**src/rtl/irpt_pkg.sv**
```systemverilog
// ----------------------------------------------------------------------------
// irpt_pkg
// Shared types and constants for the IR pulse train player.
// ----------------------------------------------------------------------------
package irpt_pkg;

  // Store geometry and duration width.
  localparam int MAX_PULSES    = 32;
  localparam int DURATION_BITS = 8;
  localparam int ADDR_W        = $clog2(MAX_PULSES);
  localparam int POS_W         = $clog2(MAX_PULSES + 1);

  // Fixed widths of the word fields.
  localparam int CMD_W   = 2;
  localparam int INDEX_W = 5;
  localparam int DUR_W   = 8;
  localparam int COUNT_W = 6;

  // Command codes; the fourth code is ignored.
  typedef enum logic [CMD_W-1:0] {
    CMD_TICK  = 2'd0,
    CMD_WRITE = 2'd1,
    CMD_START = 2'd2
  } cmd_t;

  // Write port of the duration store.
  typedef struct packed {
    logic                     en;
    logic [ADDR_W-1:0]        addr;
    logic [DURATION_BITS-1:0] data;
  } store_wr_t;

endpackage

```
**src/rtl/irpt_dur_store.sv**
```systemverilog
// ----------------------------------------------------------------------------
// irpt_dur_store
// Register file of pulse durations, one write port and one registered read port.
// ----------------------------------------------------------------------------
module irpt_dur_store (
  input  logic                              clk,
  input  irpt_pkg::store_wr_t               wr,
  input  logic [irpt_pkg::ADDR_W-1:0]       rd_addr,
  output logic [irpt_pkg::DURATION_BITS-1:0] rd_data
);
  import irpt_pkg::*;

  logic [DURATION_BITS-1:0] entries [MAX_PULSES];

  // Entries hold no reset value; they are filled by write words.
  always_ff @(posedge clk) begin
    if (wr.en) begin
      entries[wr.addr] <= wr.data;
    end
  end

  // The read is registered every cycle; the caller aims the address at the
  // entry that the next word in the input register will need.
  always_ff @(posedge clk) begin
    rd_data <= entries[rd_addr];
  end

endmodule

```
**src/rtl/ir_pulse_train_player.sv**
```systemverilog
// ----------------------------------------------------------------------------
// ir_pulse_train_player
// Plays a stored list of pulse durations as an IR on/off waveform.
// ----------------------------------------------------------------------------
// The block takes one word per clock while the result register is not
// stalled, and returns one result word for each: the word is captured in an
// input register, then the state update and the result are produced together
// in one pass that also writes the result register. That single pass through
// the countdown and the 32-entry duration register file sets the rate; the
// registered read is aimed each cycle at the play position that the next word
// will see. Writes land only while idle, so a train never needs an entry in
// the cycle right after it was written. Write and start words are ignored
// while a train is playing; tick words advance playback, and ir_on and
// busy_res report the state after each word.
module ir_pulse_train_player (
  input  logic                          clk,
  input  logic                          rst,
  input  logic                          in_valid,
  output logic                          in_stall,
  input  logic [irpt_pkg::CMD_W-1:0]    cmd,
  input  logic [irpt_pkg::INDEX_W-1:0]  entry_index,
  input  logic [irpt_pkg::DUR_W-1:0]    duration_ms,
  input  logic [irpt_pkg::COUNT_W-1:0]  pulse_count,
  output logic                          out_valid,
  input  logic                          out_stall,
  output logic                          ir_on,
  output logic                          busy_res
);
  import irpt_pkg::*;

  // Input register.
  logic               s1_valid;
  logic [CMD_W-1:0]   s1_cmd;
  logic [INDEX_W-1:0] s1_index;
  logic [DUR_W-1:0]   s1_dur;
  logic [COUNT_W-1:0] s1_count;

  // Playback state.
  logic                     playing;
  logic [DURATION_BITS-1:0] countdown;
  logic [POS_W-1:0]         play_position;
  logic [POS_W-1:0]         entries_in_use;
  logic                     emitter_drive;

  logic                     playing_next;
  logic [DURATION_BITS-1:0] countdown_next;
  logic [POS_W-1:0]         play_position_next;
  logic [POS_W-1:0]         entries_in_use_next;
  logic                     emitter_drive_next;

  logic                     advance;
  store_wr_t                store_wr;
  logic [ADDR_W-1:0]        store_rd_addr;
  logic [DURATION_BITS-1:0] store_rd;

  // The input word moves on when the result register is free or draining.
  assign advance  = s1_valid && (!out_valid || !out_stall);
  assign in_stall = s1_valid && !advance;

  always_ff @(posedge clk) begin
    if (rst) begin
      s1_valid <= 1'b0;
    end else if (!in_stall) begin
      s1_valid <= in_valid;
    end
  end

  always_ff @(posedge clk) begin
    if (in_valid && !in_stall) begin
      s1_cmd   <= cmd;
      s1_index <= entry_index;
      s1_dur   <= duration_ms;
      s1_count <= pulse_count;
    end
  end

  // Duration store, written only while idle.
  always_comb begin
    store_wr.en   = advance && (cmd_t'(s1_cmd) == CMD_WRITE) && !playing &&
                    (32'(s1_index) < MAX_PULSES);
    store_wr.addr = ADDR_W'(s1_index);
    store_wr.data = DURATION_BITS'(s1_dur);
  end

  // Read the position that holds after this edge.
  assign store_rd_addr = advance ? play_position_next[ADDR_W-1:0] :
                                   play_position[ADDR_W-1:0];

  irpt_dur_store u_store (
    .clk     (clk),
    .wr      (store_wr),
    .rd_addr (store_rd_addr),
    .rd_data (store_rd)
  );

  // Next state for the word in the input register.
  always_comb begin
    playing_next        = playing;
    countdown_next      = countdown;
    play_position_next  = play_position;
    entries_in_use_next = entries_in_use;
    emitter_drive_next  = emitter_drive;
    case (cmd_t'(s1_cmd))
      CMD_TICK: begin
        if (playing) begin
          if (countdown == '0) begin
            if (play_position < entries_in_use) begin
              emitter_drive_next = ~play_position[0];
              countdown_next     = store_rd;
              play_position_next = play_position + POS_W'(1);
            end else begin
              emitter_drive_next = 1'b0;
              playing_next       = 1'b0;
              play_position_next = '0;
            end
          end
          if (countdown_next != '0) begin
            countdown_next = countdown_next - DURATION_BITS'(1);
          end
        end
      end
      CMD_START: begin
        if (!playing) begin
          play_position_next  = '0;
          entries_in_use_next = (32'(s1_count) > MAX_PULSES) ?
                                POS_W'(MAX_PULSES) : POS_W'(s1_count);
          playing_next        = 1'b1;
        end
      end
      default: begin
        // Write words touch only the store; the unused code does nothing.
      end
    endcase
  end

  always_ff @(posedge clk) begin
    if (rst) begin
      playing        <= 1'b0;
      countdown      <= '0;
      play_position  <= '0;
      entries_in_use <= '0;
      emitter_drive  <= 1'b0;
    end else if (advance) begin
      playing        <= playing_next;
      countdown      <= countdown_next;
      play_position  <= play_position_next;
      entries_in_use <= entries_in_use_next;
      emitter_drive  <= emitter_drive_next;
    end
  end

  // Result register.
  always_ff @(posedge clk) begin
    if (rst) begin
      out_valid <= 1'b0;
    end else if (advance) begin
      out_valid <= 1'b1;
    end else if (!out_stall) begin
      out_valid <= 1'b0;
    end
  end

  always_ff @(posedge clk) begin
    if (advance) begin
      ir_on    <= emitter_drive_next;
      busy_res <= playing_next;
    end
  end

`ifndef SYNTHESIS
  // An idle block always has its countdown run out.
  a_idle_countdown: assert property (@(posedge clk) disable iff (rst)
    !playing |-> countdown == '0)
    else $error("countdown nonzero while idle");

  // Playback never runs past the number of entries in use.
  a_position_bound: assert property (@(posedge clk) disable iff (rst)
    play_position <= entries_in_use && 32'(entries_in_use) <= MAX_PULSES)
    else $error("play position beyond entries in use");

  // The emitter is driven only while a train plays.
  a_on_implies_busy: assert property (@(posedge clk) disable iff (rst)
    out_valid && ir_on |-> busy_res)
    else $error("emitter on while idle");

  // A word that moves on always reaches the result register.
  a_result_loaded: assert property (@(posedge clk) disable iff (rst)
    advance |=> out_valid)
    else $error("result lost after advance");
`endif

endmodule

```
**config.mk**
```make
export PLATFORM = sky130hd
export DESIGN_NAME = ir_pulse_train_player
export DESIGN_NICKNAME = d
export VERILOG_FILES = /design/src/rtl/irpt_pkg.sv /design/src/rtl/irpt_dur_store.sv /design/src/rtl/ir_pulse_train_player.sv
export SDC_FILE = /design/constraint.sdc
export NUM_CORES = 1
export LEC_CHECK = 0
export ABC_AREA = 0
export BUFFER_PORTS_ARGS = -buffer_cell sky130_fd_sc_hd__buf_2
export CORE_ASPECT_RATIO = 1.25
export CORE_MARGIN = 2
export CORE_UTILIZATION = 50
export DETAILED_ROUTE_END_ITERATION = 10
export GPL_TIMING_DRIVEN = 0
export PLACE_DENSITY_LB_ADDON = 0.15
export SLEW_MARGIN = 15
export SYNTH_ARGS = -nofsm -noshare
export SYNTH_HDL_FRONTEND = slang
export SYNTH_SLANG_ARGS = --single-unit
```
**constraint.sdc**
```tcl
create_clock -name clk -period 3 [get_ports clk]
set_clock_uncertainty 0.2 [all_clocks]
set_input_delay 0.15 -clock clk [delete_from_list [all_inputs] [get_ports clk]]
set_output_delay 0.15 -clock clk [all_outputs]
set_load 0.005 [all_outputs]
```
# == Word level (Yosys, flattened, before mapping) ==
# Memory sizes are Yosys's and may differ from the RTL's. A register that Yosys moved wholly into a read port is not among the register bits.
# Index checks and enable logic that the tools add are counted.
# op_classes
reduce_logical,18
eq_ne,6
n_lt_le_gt_ge,2
bitwise_logic,2
mux,24
n_addsub,2
# ops
operator,n
$mux W8,5
$mux W6,5
$pmux W6 S2,1
$mux W1,11
$logic_not A8 Y1,1
$reduce_bool A8 Y1,1
$sub A8 B1 Y8 const B,1
$add A6 B1 Y6 const B,1
$gt A6 B6 Y1 const B,1
$lt A6 B6 Y1,1
$ne A2 B2 Y1 const B,3
$reduce_and A3 Y1,2
$logic_and A1 B1 Y1,5
$logic_not A1 Y1,5
$mux W5,1
$reduce_and A5 Y1,1
$eq A2 B1 Y1 const B,1
$eq A2 B2 Y1 const B,1
$logic_not A2 Y1,1
$ne A2 B1 Y1 const B,1
$not A1 Y1,2
$pmux W1 S2,1
$reduce_bool A2 Y1,1
$logic_or A1 B1 Y1,1
# totals
elab_cells,69
output_inout_bits,4
ram_bits,256
register_bits,47
mem_count,1
# mem_list
name,depth,width,rd,rd_ports_with_merged_regs,wr,line_no,text
u_store.entries,32,8,1,1,1,irpt_dur_store.sv:13,logic [DURATION_BITS-1:0] entries [MAX_PULSES];

# == Depth between registers and ports, before layout ==
# depth
ltp_word,7
depth_mapped,13
mapped_depth_nobuf,12

# == Cells and area by module ==
# Synthesis repeated with hierarchy kept, for this count alone.
# unflattened
hier_cells,650
area_unflattened_um2,12415.7
# modules_own_cells
module,n_inst,area_per_inst_um2,cells_per_inst
irpt_dur_store,1,10053.4,417
ir_pulse_train_player,1,2362.3,233

# == Worst setup path after synthesis ==
# No wires, ideal clock.
# synth_path
path_type,register -> register
startpoint,register play_position[3]
endpoint,register countdown[3]
stages_incl_launch_ff,13
n_path_buf,1
t_arrival_ps,2722
setup_slack_ps,-49
setup_time_ps,128
required_ps,2672
cell_sequence,dfxtp_1 ha_1 a21oi_1 o21ai_0 a211oi_1 clkbuf_1 a21oi_1 ha_1 inv_1 nor4_1 nor2_1 a22oi_1 nor2_1
# synth_between
elab_chain_len,7
elab_cells_between_ends,8
# synth_rtl
element,line_no,text
start: declaration,ir_pulse_train_player.sv:41,logic [POS_W-1:0] play_position;
start signal: assignment,ir_pulse_train_player.sv:146,play_position <= play_position_next;
$lt A6 B6 Y1 (*),ir_pulse_train_player.sv:107,if (play_position < entries_in_use) begin
$mux W8 (*),ir_pulse_train_player.sv:107,
$mux W8 (*),ir_pulse_train_player.sv:106,if (countdown == '0) begin
$mux W8 (*),ir_pulse_train_player.sv:105,if (playing) begin
$mux W8 (*),ir_pulse_train_player.sv:103,case (cmd_t'(s1_cmd))
$sub A8 B1 Y8 or $reduce_bool A8 Y1 (tied branches),"ir_pulse_train_player.sv:118, ir_pulse_train_player.sv:117",
$mux W8 (*),ir_pulse_train_player.sv:117,if (countdown_next != '0) begin
end signal: assignment,ir_pulse_train_player.sv:145,countdown <= countdown_next;
end: declaration,ir_pulse_train_player.sv:40,logic [DURATION_BITS-1:0] countdown;
# Mark *: on every way between the ends. The rest lies on a longest branch, timed or not. The select of a mux whose other input is x is not followed.
# A chain may end at the register's enable or synchronous reset.

# == Worst setup path after layout ==
# layout_path
startpoint,register countdown[0]
endpoint,register u_store.rd_data[1] (netlist name) (read register of u_store.entries)
# layout_between
elab_chain_len,5
# layout_rtl
element,line_no,text
$logic_not A8 Y1,ir_pulse_train_player.sv:106,
$mux W6,ir_pulse_train_player.sv:106,
$mux W6,ir_pulse_train_player.sv:105,
$pmux W6 S2,ir_pulse_train_player.sv:103,
$mux W5,ir_pulse_train_player.sv:86,assign store_rd_addr = advance ? play_position_next[ADDR_W-1:0] :
end: declaration,irpt_dur_store.sv:9,output logic [irpt_pkg::DURATION_BITS-1:0] rd_data
# Every way passes these cells. The select of a mux whose other input is x is not followed.

==> impl_metrics.yaml <==
yosys:
  synthCells: 952
  synth-seq-cells: 311
  yosysWarningCount: 0
  netlist_area_um2: 12800
  yosysMostFrequentCell: "edfxtp_1"
  synth_nets: 985
  synth_top_area_share_pct: 65.7
  synthTopCellsByArea: "edfxtp_1 66%, dfxtp_1 5.0%, nand2_1 4.2%"
  async_flop_share_pct: 0
  ys_seq_area_share_pct: 70.7
  netlist_top_cells_count: "279 x edfxtp_1, 143 x nand2_1, 101 x a21oi_1"
  synth_edf_count: 279
  synth_ff_type: "edfxtp_1"
  yosys.cell_types.count: 68
  synth.avg_cell_area_um2: 13.4
  yosys.area.top_type: "edfxtp_1"
routing:
  ant_nets: 0
  drc: 0
  wirelength_mm: 35.0
  vias: 8606
  drt-vias-per-instance: 6.02
  drt_pass1_iterations: 5
  drt-initial-drc-count: 789
  wl_per_cell_um: 24.5
critical_path:
  critPathMaxFanout: 10
  slowest_stage: "dfxtp_4"
  end_kind: "register"
  path_cells: "nor4_4 > buf_4 > nand3_2 > o211ai_1 > buf_4 > o21a_4 > buf_8 > buf_6 > a21oi_1 > a32oi_2 > a21oi_2 > a32oi_2"
  path_buf_inv: 4
  cpPeakStageDelay_ns: 0.37
  path_class: "register to register"
  start_kind: "register"
  path_delay_family: "compound AO/OA/AOI/OAI gates"
  cp.arrival_ns: 3.39
  worstPathRequired_ns: 3.24
placement:
  hpwl_mm: 22.6
  gp_congestion: 0.935
  placed_cell_area_um2: 13400
  numPortBuffers: 28
  post-place-ws_ns: -1.26
pwr:
  power.density_nw_per_um2: 547
  power_leakage_nw: 5.17
  ir_drop_v: 0.000512
cts:
  numCtsBuffers: 31
  tritoncts: "done"
  htree_levels: 1
  cts_buffer_depth: 3
  ctsRootBufferMaster: "clkbuf_16"
  clk_latency_ns: 0.56
  clock_sinks: 311
  clk_pin_slew_ns: 0.06
global_route:
  first_global_vias: 8592
  grt_max_degree: 33
  grt_antenna_before_repair: 2
  track_usage_pct: 25.9
  overflow: 0
  grt_pass1_wl_mm: 52.0
final_layout:
  nNetsFinal: 1105
  final_area_um2: 16400
  syn_to_final_growth_pct: 28.8
  diodes: 0
  drive_above_1_share_pct: 31.1
sta:
  slew_headroom_pct: 32.4
  period_share_pct: 105
  setup_ws_ns: -0.145
  setup_viol: 8
  fin_crit_ns: 3.14
  fmax_ghz: 0.318
  tightest_slew_ns: 1.01
  rsz0062_at_grt: "true"
  maxSlewViolCount: 0
  hold_viol_final: 0
min_path:
  hp-class: "input pin to register"
floorplanning:
  die_width_um: 147
  die_y_um: 183
  io_pins: 29
  core-area_um2: 25100
  num_rows: 65
  die-area_um2: 26800
  start_util_pct: 50.7
run_status:
  violations: "setup timing"
  status: "finished with violations"
run:
  cap_violations: 0
-- cell usage in the layout (no fill, tap or decap), drive strengths merged, types with 9 or more instances in the layout --
master	Yosys	routed
clkbuf	15	50
dfxtp	32	32
edfxtp	279	279
nand3	30	30
inv	11	11
a2111oi	9	9
o21ai	10	10
clkinv	0	12
and2	10	10
a21oi	108	108
a32oi	14	14
a211oi	10	10
a221oi	25	25
nor2	63	63
mux2i	20	20
a22oi	34	34
buf	40	103
nand2	144	144
dlygate4sd3	0	25
-- area by class of cell --
cell class,count,area [µm²]
plain buffers,52,500
clock buffers,36,795
clock inverters,20,221
fillers,1740,8710
inverters,11,41.3
multi-input cells,575,4580
flip-flops and latches,311,9040
well taps,335,419
repair buffers,90,821
-- power by group --
group          internal [mW]  leakage, nW  total, mW  switching (mW)
logic                  0.123         1.89      0.277           0.154
registers               4.74         2.79       4.80          0.0533
clock network           2.31        0.485       3.91            1.60
-- worst paths after layout --
check / slack, ns / cells after the start / to / from
max: -0.14 / 12 / u_store.rd_data[1]$_DFF_P_ / countdown[0]$_SDFFE_PP0P_
min: 0.10 / 2 / s1_index[0]$_DFFE_PP_ / entry_index[0]
max reg2reg: -0.14 / 12 / u_store.rd_data[1]$_DFF_P_ / countdown[0]$_SDFFE_PP0P_
min reg2reg: 0.29 / 2 / entries_in_use[3]$_SDFFE_PP0P_ / entries_in_use[3]$_SDFFE_PP0P_
-- state kept, by name, summed over array words and instances (netlist names) --
name,flops
play_position,6
playing,1
out_valid,1
s1_cmd,2
s1_valid,1
s1_index,5
emitter_drive,1
ir_on,1
countdown,8
busy_res,1
u_store.rd_data,8
entries_in_use,6
u_store.entries,256
s1_dur,8
s1_count,6
-- through the flow --
stage / utilization [%] / cells / TNS [ns] / total power, mW / hold slack, ns
2_1_floorplan: - / 952 / 0 / 4.97 / 0.0216
5_1_grt: 65.3 / 1430 / -2.35 / 9.19 / 0.101
3_5_place_dp: 53.3 / 1317 / -56.89 / 5.08 / 0.128
6_report: 65.3 / 1430 / -0.854 / 8.98 / 0.102
3_3_place_gp: 53.0 / 1315 / -92.30 / 5.07 / 0.127
4_1_cts: 63.2 / 1418 / -0.635 / 8.98 / 0.0879
-- cells by family after synthesis --
group,Yosys count,synth area share (%)
and+or+nand+nor,294,10.4
buffers and inverters,66,2.66
DFF,311,70.7
muxes,22,1.75
AOI/OAI and AO/OA,248,13.5
xor gates and xnor gates,3,0.206
adders and majority gates,8,0.785
-- timing repair --
| action | CTS | global route |
|---|---|---|
| endpoints found under the setup margin | 177 | 213 |
| hold endpoints to repair | 53 | 0 |
| hold buffers | 25 | 0 |
| gates cloned | 1 | 1 |
| buffers inserted | 22 | 7 |
| resized for setup | 212 | 88 |
| pin swaps | 31 | 19 |
-- metal layers --
layer | vias up | GRT usage, % | routed length (µm) | part of all wire, %
li1 | 3896 | - | - | -
met1 | 4224 | 31.5 | 13200 | 38
met3 | 107 | 3.28 | 2160 | 6.2
met5 | - | 0 | 13 | 0.037
met4 | 2 | 13.2 | 2040 | 5.8
met2 | 377 | 45.5 | 17700 | 50
No activity file was read; power rests on OpenSTA's default activity.
